`config.mk`:
```
export PLATFORM = sky130hd
export DESIGN_NAME = uart_register_access_master_unit_flat
export DESIGN_NICKNAME = d
export VERILOG_FILES = /design/src/rtl/urma_pkg.sv /design/src/rtl/urma_req_if.sv /design/src/rtl/urma_rsp_if.sv /design/src/rtl/urma_ctrl.sv /design/src/rtl/urma_emit.sv /design/src/rtl/uart_register_access_master_unit.sv /design/src/flat_wrapper.sv
export SDC_FILE = /design/constraint.sdc
export NUM_CORES = 1
export LEC_CHECK = 0
export BUFFER_PORTS_ARGS = -buffer_cell sky130_fd_sc_hd__buf_4
export CAP_MARGIN = 20
export CORE_UTILIZATION = 58
export CTS_CLUSTER_DIAMETER = 30
export DETAILED_ROUTE_END_ITERATION = 16
export PLACE_DENSITY_LB_ADDON = 0.2
export REMOVE_ABC_BUFFERS = 1
export SETUP_SLACK_MARGIN = 0.02
export SLEW_MARGIN = 10
export SYNTH_ARGS = -nofsm -noshare
export SYNTH_HDL_FRONTEND = slang
export SYNTH_SLANG_ARGS = --single-unit
```
`constraint.sdc`:
```
create_clock -name clk -period 2.7 [get_ports clk]
set_input_delay 0.135 -clock clk [delete_from_list [all_inputs] [get_ports clk]]
set_output_delay 0.135 -clock clk [all_outputs]
set_load 0.1 [all_outputs]
```
`src/rtl/urma_pkg.sv`:
```
`default_nettype none

package urma_pkg;

  // framing constants
  localparam logic [7:0]  SYNC_BYTE     = 8'hFE;
  localparam logic [15:0] NO_DATA       = 16'hFFFF;
  localparam int          READ_FLAG_BIT = 7;

  // longest run of results one input can cause
  localparam int RUN_MAX = 5;
  localparam int CNT_W   = $clog2(RUN_MAX + 1);

  // result kind codes
  localparam logic KIND_TX     = 1'b0;
  localparam logic KIND_REPORT = 1'b1;

  // input function codes
  localparam logic FUNC_REQUEST = 1'b0;
  localparam logic FUNC_RX_BYTE = 1'b1;

  typedef enum logic [1:0] {
    ST_OK       = 2'd0,
    ST_MISMATCH = 2'd1,
    ST_BUSY     = 2'd2
  } status_t;

  typedef struct packed {
    logic        kind;
    logic [7:0]  tx_byte;
    logic        last;
    logic [15:0] read_data;
    logic [1:0]  status;
  } result_t;

  // run of results produced by one input transaction
  typedef struct packed {
    result_t [RUN_MAX-1:0] items;
    logic [CNT_W-1:0]      count;
  } run_t;

endpackage

`default_nettype wire

```
`src/rtl/urma_req_if.sv`:
```
`default_nettype none

interface urma_req_if;
  logic        valid;
  logic        ready;
  logic        func;
  logic        is_read;
  logic [6:0]  reg_address;
  logic [15:0] write_value;
  logic [7:0]  rx_byte;

  modport source (
    output valid, func, is_read, reg_address, write_value, rx_byte,
    input  ready
  );

  modport sink (
    input  valid, func, is_read, reg_address, write_value, rx_byte,
    output ready
  );
endinterface

`default_nettype wire

```
`src/rtl/urma_rsp_if.sv`:
```
`default_nettype none

interface urma_rsp_if;
  logic        valid;
  logic        ready;
  logic        kind;
  logic [7:0]  tx_byte;
  logic        last;
  logic [15:0] read_data;
  logic [1:0]  status;

  modport source (
    output valid, kind, tx_byte, last, read_data, status,
    input  ready
  );

  modport sink (
    input  valid, kind, tx_byte, last, read_data, status,
    output ready
  );
endinterface

`default_nettype wire

```
`src/rtl/urma_ctrl.sv`:
```
`default_nettype none

module urma_ctrl (
  input  wire logic          clk,
  input  wire logic          rst,
  input  wire logic          accept,
  input  wire logic          func,
  input  wire logic          is_read,
  input  wire logic [6:0]    reg_address,
  input  wire logic [15:0]   write_value,
  input  wire logic [7:0]    rx_byte,
  output urma_pkg::run_t     run
);
  import urma_pkg::*;

  typedef enum logic [1:0] {
    PH_IDLE   = 2'd0,
    PH_FIRST  = 2'd1,
    PH_SECOND = 2'd2,
    PH_THIRD  = 2'd3
  } phase_t;

  phase_t     phase, phase_next;
  logic       pending_is_read, pending_is_read_next;
  logic [7:0] sent_checksum, sent_checksum_next;
  logic [7:0] got_high_byte, got_high_byte_next;
  logic [7:0] got_low_byte, got_low_byte_next;

  logic [7:0] abyte;
  logic [7:0] hi_byte;
  logic [7:0] lo_byte;
  logic [7:0] wr_sum;
  logic [7:0] rd_sum;

  // request framing bytes
  assign abyte   = {is_read, reg_address};
  assign hi_byte = write_value[15:8];
  assign lo_byte = write_value[7:0];
  assign wr_sum  = hi_byte + lo_byte + abyte;
  assign rd_sum  = got_high_byte + got_low_byte;

  function automatic result_t tx_item(input logic [7:0] b, input logic lst);
    result_t r;
    r.kind      = KIND_TX;
    r.tx_byte   = b;
    r.last      = lst;
    r.read_data = 16'h0000;
    r.status    = ST_OK;
    return r;
  endfunction

  function automatic result_t report_item(input logic [15:0] d, input status_t s);
    result_t r;
    r.kind      = KIND_REPORT;
    r.tx_byte   = 8'h00;
    r.last      = 1'b1;
    r.read_data = d;
    r.status    = s;
    return r;
  endfunction

  // result run and next state for the current transaction
  always_comb begin
    run                  = '0;
    phase_next           = phase;
    pending_is_read_next = pending_is_read;
    sent_checksum_next   = sent_checksum;
    got_high_byte_next   = got_high_byte;
    got_low_byte_next    = got_low_byte;
    if (func == FUNC_REQUEST) begin
      if (phase != PH_IDLE) begin
        run.items[0] = report_item(NO_DATA, ST_BUSY);
        run.count    = CNT_W'(1);
      end else begin
        run.items[0]         = tx_item(SYNC_BYTE, 1'b0);
        run.items[1]         = tx_item(abyte, 1'b0);
        pending_is_read_next = is_read;
        phase_next           = PH_FIRST;
        if (is_read) begin
          run.items[2]       = tx_item(abyte, 1'b1);
          run.count          = CNT_W'(3);
          sent_checksum_next = abyte;
        end else begin
          run.items[2]       = tx_item(hi_byte, 1'b0);
          run.items[3]       = tx_item(lo_byte, 1'b0);
          run.items[4]       = tx_item(wr_sum, 1'b1);
          run.count          = CNT_W'(5);
          sent_checksum_next = wr_sum;
        end
      end
    end else if (phase != PH_IDLE) begin
      if (!pending_is_read) begin
        phase_next   = PH_IDLE;
        run.items[0] = report_item(NO_DATA,
                                   (rx_byte == sent_checksum) ? ST_OK : ST_MISMATCH);
        run.count    = CNT_W'(1);
      end else begin
        case (phase)
          PH_FIRST: begin
            got_high_byte_next = rx_byte;
            phase_next         = PH_SECOND;
          end
          PH_SECOND: begin
            got_low_byte_next = rx_byte;
            phase_next        = PH_THIRD;
          end
          default: begin
            phase_next = PH_IDLE;
            run.count  = CNT_W'(1);
            if (rx_byte == rd_sum) begin
              run.items[0] = report_item({got_high_byte, got_low_byte}, ST_OK);
            end else begin
              run.items[0] = report_item(NO_DATA, ST_MISMATCH);
            end
          end
        endcase
      end
    end
  end

  // transaction state
  always_ff @(posedge clk) begin
    if (rst) begin
      phase           <= PH_IDLE;
      pending_is_read <= 1'b0;
      sent_checksum   <= 8'h00;
      got_high_byte   <= 8'h00;
      got_low_byte    <= 8'h00;
    end else if (accept) begin
      phase           <= phase_next;
      pending_is_read <= pending_is_read_next;
      sent_checksum   <= sent_checksum_next;
      got_high_byte   <= got_high_byte_next;
      got_low_byte    <= got_low_byte_next;
    end
  end

endmodule

`default_nettype wire

```
`src/rtl/urma_emit.sv`:
```
`default_nettype none

module urma_emit (
  input  wire logic          clk,
  input  wire logic          rst,
  input  wire logic          load,
  input  wire urma_pkg::run_t run,
  output logic               in_ready,
  output urma_pkg::result_t  head,
  output logic               head_valid,
  input  wire logic          head_ready
);
  import urma_pkg::*;

  result_t [RUN_MAX-1:0] slots;
  logic [CNT_W-1:0]      count;
  logic                  pop;

  assign head       = slots[0];
  assign head_valid = (count != '0);
  assign pop        = head_valid && head_ready;

  // a new run may enter when the queue is empty or its last queued result leaves this cycle
  assign in_ready = (count == '0) || ((count == CNT_W'(1)) && head_ready);

  // occupancy
  always_ff @(posedge clk) begin
    if (rst) begin
      count <= '0;
    end else if (load) begin
      count <= run.count;
    end else if (pop) begin
      count <= count - CNT_W'(1);
    end
  end

  // result slots, head at index zero
  always_ff @(posedge clk) begin
    if (load) begin
      slots <= run.items;
    end else if (pop) begin
      for (int i = 0; i < RUN_MAX - 1; i++) begin
        slots[i] <= slots[i+1];
      end
    end
  end

`ifndef SYNTHESIS
  a_count_range: assert property (@(posedge clk) disable iff (rst)
    count <= CNT_W'(RUN_MAX))
    else $error("run count out of range");

  a_last_marks_end: assert property (@(posedge clk) disable iff (rst)
    head_valid |-> (head.last == (count == CNT_W'(1))))
    else $error("last flag does not match end of run");

  a_no_overwrite: assert property (@(posedge clk) disable iff (rst)
    (load && (count != '0)) |-> ((count == CNT_W'(1)) && pop))
    else $error("run loaded over pending results");

  a_report_alone: assert property (@(posedge clk) disable iff (rst)
    (head_valid && (head.kind == KIND_REPORT)) |-> (count == CNT_W'(1)))
    else $error("report not alone in its run");
`endif

endmodule

`default_nettype wire

```
`src/rtl/uart_register_access_master_unit.sv`:
```
// Host side of a checksummed byte-framed register access link.
// req channel: func 0 is a register request (is_read, reg_address,
// write_value); func 1 hands in a byte received from the device (rx_byte).
// rsp channel: kind 0 items carry a byte to transmit in tx_byte; kind 1
// items are completion reports with read_data and status (0 ok,
// 1 checksum mismatch, 2 busy). last marks the final item of the run
// caused by one request transaction.
// The first result of a transaction is valid the cycle after it is
// accepted. A read request emits 3 bytes, a write request 5, each other
// transaction at most one report; results leave one per cycle while rsp
// is ready, and req is ready again in the cycle its last result is taken.
// Received bytes that cause no result need no rsp slot.
// Reset clears the pending transaction and empties the result queue.
// When the receiver stalls, the current result holds and req stays low
// until the final item of the run is taken.
`default_nettype none

module uart_register_access_master_unit (
  input  wire logic  clk,
  input  wire logic  rst,
  urma_req_if.sink   req,
  urma_rsp_if.source rsp
);
  import urma_pkg::*;

  run_t    run;
  result_t head;
  logic    accept;
  logic    in_ready;

  assign req.ready = in_ready;
  assign accept    = req.valid && in_ready;

  // request decode and link state
  urma_ctrl u_ctrl (
    .clk         (clk),
    .rst         (rst),
    .accept      (accept),
    .func        (req.func),
    .is_read     (req.is_read),
    .reg_address (req.reg_address),
    .write_value (req.write_value),
    .rx_byte     (req.rx_byte),
    .run         (run)
  );

  // result queue toward rsp
  urma_emit u_emit (
    .clk        (clk),
    .rst        (rst),
    .load       (accept),
    .run        (run),
    .in_ready   (in_ready),
    .head       (head),
    .head_valid (rsp.valid),
    .head_ready (rsp.ready)
  );

  assign rsp.kind      = head.kind;
  assign rsp.tx_byte   = head.tx_byte;
  assign rsp.last      = head.last;
  assign rsp.read_data = head.read_data;
  assign rsp.status    = head.status;

endmodule

`default_nettype wire

```
`src/flat_wrapper.sv`:
```
// flat-port wrapper written by rule: the top's interface ports become plain ports
module uart_register_access_master_unit_flat import urma_pkg::*;
  (clk, rst, req_valid, req_func, req_is_read, req_reg_address, req_write_value, req_rx_byte, req_ready, rsp_valid, rsp_kind, rsp_tx_byte, rsp_last, rsp_read_data, rsp_status, rsp_ready);
  urma_req_if req_i ();
  urma_rsp_if rsp_i ();
  input  wire logic clk;
  input  wire logic rst;
  input wire logic [$bits(req_i.valid)-1:0] req_valid;
  input wire logic [$bits(req_i.func)-1:0] req_func;
  input wire logic [$bits(req_i.is_read)-1:0] req_is_read;
  input wire logic [$bits(req_i.reg_address)-1:0] req_reg_address;
  input wire logic [$bits(req_i.write_value)-1:0] req_write_value;
  input wire logic [$bits(req_i.rx_byte)-1:0] req_rx_byte;
  output wire logic [$bits(req_i.ready)-1:0] req_ready;
  output wire logic [$bits(rsp_i.valid)-1:0] rsp_valid;
  output wire logic [$bits(rsp_i.kind)-1:0] rsp_kind;
  output wire logic [$bits(rsp_i.tx_byte)-1:0] rsp_tx_byte;
  output wire logic [$bits(rsp_i.last)-1:0] rsp_last;
  output wire logic [$bits(rsp_i.read_data)-1:0] rsp_read_data;
  output wire logic [$bits(rsp_i.status)-1:0] rsp_status;
  input wire logic [$bits(rsp_i.ready)-1:0] rsp_ready;
  assign req_i.valid = req_valid;
  assign req_i.func = req_func;
  assign req_i.is_read = req_is_read;
  assign req_i.reg_address = req_reg_address;
  assign req_i.write_value = req_write_value;
  assign req_i.rx_byte = req_rx_byte;
  assign req_ready = req_i.ready;
  assign rsp_valid = rsp_i.valid;
  assign rsp_kind = rsp_i.kind;
  assign rsp_tx_byte = rsp_i.tx_byte;
  assign rsp_last = rsp_i.last;
  assign rsp_read_data = rsp_i.read_data;
  assign rsp_status = rsp_i.status;
  assign rsp_i.ready = rsp_ready;
  uart_register_access_master_unit u_core (.clk(clk), .rst(rst), .req(req_i), .rsp(rsp_i));
endmodule
```
==> metrics.txt <==
status finished clean; Sequential Power Share 35.4%; layout cells sized above 1 between 20% and 30%; largest net degree at the start of global routing 54; Std-Cell Rows 33; Clock Latency Late Sink about 0.36 ns; fin crit share ~95%; placed instance count 610; RSZ-0062 raised after global routing false; initial DRC count about 110; Reg area 2522 sq um; DP Area 5545 sq um; CP max FO 17; Clock power frac between 10% and 20%; syn_area_per_cell 10.76 sq um; max frequency 389.9 MHz; Die Y ~96 um; chip width about 96 um; Crit Path Class reg2reg; final setup vio count 0; CTS root buf clkbuf_8; Req. time, crit path about 2.8 ns; total global routing overflow 0; ys async rst share 0%; Synth Instances ~480; CP Launch Point u_core.u_ctrl.got_high_byte[0]$_SDFFE_PP0P_; ys flop type edfxtp_1; shortest period the worst path allows between 2 and 3 ns; final cell utilization of the core 69.16%; FF-to-FF End u_core.u_emit.head[2]$_SDFFCE_PN0P_; net switching power 0.003242 W; slowest CP cell fa_1; Internal roughly 0.0036 W; GRT Overall Usage between 20% and 30%; clk buf depth 2; Core ar. around 8400 sq um; post-route ant nets 0; Setup Skew between 0.004 and 0.005 ns; PD cells 1183 nW/um^2; Critical Path AT 2.68 ns; Post-Synthesis Cell Area 5132 sq um; # H-tree levels 3; I/O pin total 67; Peak VDD IR just over 0.7 mV; Final nets between 500 and 600; worst min path class in2reg; Clock Pin Slew Worst Setup and Hold Paths around 0.09 ns; CP cell instances ha_2, fa_1, a21o_1, a21oi_2, o21ai_0, xnor2_1, nand4_4, buf_12, o31a_2; die area ~9200 sq um; Worst Path Buf+Inv 1; worst-margin pin slew around 0.70 ns; Slew headroom 52.94%; crit path capture type flop; Slew Limit Fails 0; Initial Util approximately three fifths; Worst setup SP type flop; Synth area leaders edfxtp_1 37%, dfxtp_1 12%, ha_1 5.1%; Pleak between 2 and 3 nW; first-pass GRT wire length approximately 17000 um; Synth cell types 52; Layout area overhead 12.94%; # DRC 0; yosys warns 0; EDFF count, synth 64; DP Wirelength between 6000 and 7000 um; Multi-input gate area about 2300 sq um; Routed wire per std cell between 15 and 20 um; Worst R2R Path Depth 9; Hold WS 0.04755 ns; critical path depth in cells 9; Clock Sinks 94; synthesized flop and latch total between 90 and 100; Via Count between 3k and 4k; Filler Cell Count 620; Seq/Total Area, Yosys just under 50%; cts hold-fix bufs 0; GP Congestion 0.8701; port buffer count 66; Routed WL about 10000 um; Top Family by Delay on Critical Path compound AO/OA/AOI/OAI gates; DR pass1 iterations 5; total CTS buffers 9; post-synth top area share a little under two fifths; Worst path max stage delay between 0.4 and 0.5 ns; fin cells between 600 and 700; Hold Fails Final Rpt 0; drt via density between 5 and 6; dominant cell type by area after synthesis edfxtp_1; r2r setup slk 0.13 ns; RR Startpoint u_core.u_ctrl.got_high_byte[0]$_SDFFE_PP0P_; initial antenna violation count 0; Logic pwr share about half; CTS tree yes; Diodes inserted 0; max-cap violation count 0; Sw Share 47.27%; design area just under 6000 sq um; vias in the first global route between 3k and 4k; worst setup path end u_core.u_emit.head[2]$_SDFFCE_PN0P_
repair_timing:
action                                  4_1_cts  5_1_grt
gates resized for setup                       0        2
hold endpoints to repair                      0        0
pin swaps                                     1        2
endpoints found under the setup margin       16       12
buffers inserted                              1        1
cloned                                        0        0
power by group through the flow:
| stage | Sequential, W | Combinational, W | Clock, W |
|---|---|---|---|
| finish | 0.00243 | 0.00339 | 0.00104 |
| global route | 0.00248 | 0.00362 | 0.00110 |
| CTS | 0.00243 | 0.00341 | 0.00105 |
| detailed placement | 0.00246 | 0.00340 | 0 |
| global placement | 0.00245 | 0.00336 | 0 |
| floorplan | 0.00382 | 0.00125 | 0 |
final cells by class:
cell class	instances	share of cell area (%)
clock buffers	10	2.374
well taps	105	2.266
inverters	19	1.230
flip-flops and latches	94	43.51
repair buffers	78	10.32
multi-input cells	316	38.87
clock inverters	6	1.425
placed cells by master, fill, tap and decap left out, drive strengths merged, types with 12 or more instances in the layout:
cell,synthesis,routed
xnor2,22,22
nand2,64,64
o31a,16,16
edfxtp,64,64
a21oi,12,12
ha,21,21
nand3,18,18
nor2,39,39
inv,19,20
buf,33,78
nor3,12,12
mux2i,23,23
dfxtp,30,30
synthesized netlist by cell type (3+ instances only):
cell,n
o31ai_1,9
nand3_1,17
clkbuf_1,15
o31a_1,9
and2_1,5
nor3_1,11
inv_1,19
fa_1,9
o21ai_0,10
ha_1,21
buf_1,3
o31a_2,7
buf_2,3
dfxtp_1,30
edfxtp_1,64
a21o_1,8
nor2_1,39
xor2_1,7
xnor2_1,22
buf_4,26
a211oi_1,7
mux2i_1,23
a21oi_1,11
nand2_1,64
nand4_1,4
tightest hold or removal path: stages:
cell and delay [ns]:
buf_4 0.11, mux2i_1 0.06, nor2_1 0.07
worst min path at each step:
stage                         from                                         end  slack (ns)  cells after the start
floorplan                      rst  u_core.u_ctrl.pending_is_read$_SDFFE_PP0P_        0.20                      1
global placement    req_rx_byte[6]  u_core.u_ctrl.got_low_byte[6]$_SDFFE_PP0P_        0.42                      3
detailed placement  req_rx_byte[7]  u_core.u_ctrl.got_low_byte[7]$_SDFFE_PP0P_        0.43                      3
CTS                 req_rx_byte[7]  u_core.u_ctrl.got_low_byte[7]$_SDFFE_PP0P_        0.04                      3
global route        req_rx_byte[7]  u_core.u_ctrl.got_low_byte[7]$_SDFFE_PP0P_        0.05                      3
finish              req_rx_byte[7]  u_core.u_ctrl.got_low_byte[7]$_SDFFE_PP0P_        0.05                      3
metal layers:
metal	global-route usage, %	routed length [um]	up-vias
met4	7.090	147	0
met2	38.83	4856	122
met5	0	0	-
li1	-	-	1748
met3	5.134	611	12
met1	32.41	4510	1639
sequential cells by signal, summed over array words and instances (netlist names):
signal / cells
u_core.u_ctrl.sent_checksum: 8
u_core.u_ctrl.phase: 2
u_core.u_emit.head: 28
u_core.u_ctrl.pending_is_read: 1
u_core.u_ctrl.got_high_byte: 8
u_core.u_ctrl.got_low_byte: 8
u_core.u_emit.count: 3
u_core.u_emit.slots: 36
logic make-up after synthesis:
logic type / share of synthesized area [%]
adder cells (fa/ha/maj): 8.630
multiplexers: 4.924
AND/OR/NAND/NOR: 14.38
XOR/XNOR: 5.266
flip-flops: 49.15
buffers and inverters: 7.021
AO/OA/AOI/OAI: 10.63
metrics by stage:
step / power [W] / TNS, ns / worst slack (ns)
6_report: 0.006858 / 0 / 0.1350
5_1_grt: 0.007200 / 0 / 0.03075
4_1_cts: 0.006892 / 0 / 0.06329
3_5_place_dp: 0.005864 / -0.1122 / -0.05735
3_3_place_gp: 0.005803 / 0 / 0.03719
2_1_floorplan: 0.005062 / -3.491 / -0.4187
No activity file was read; power rests on OpenSTA's default activity.
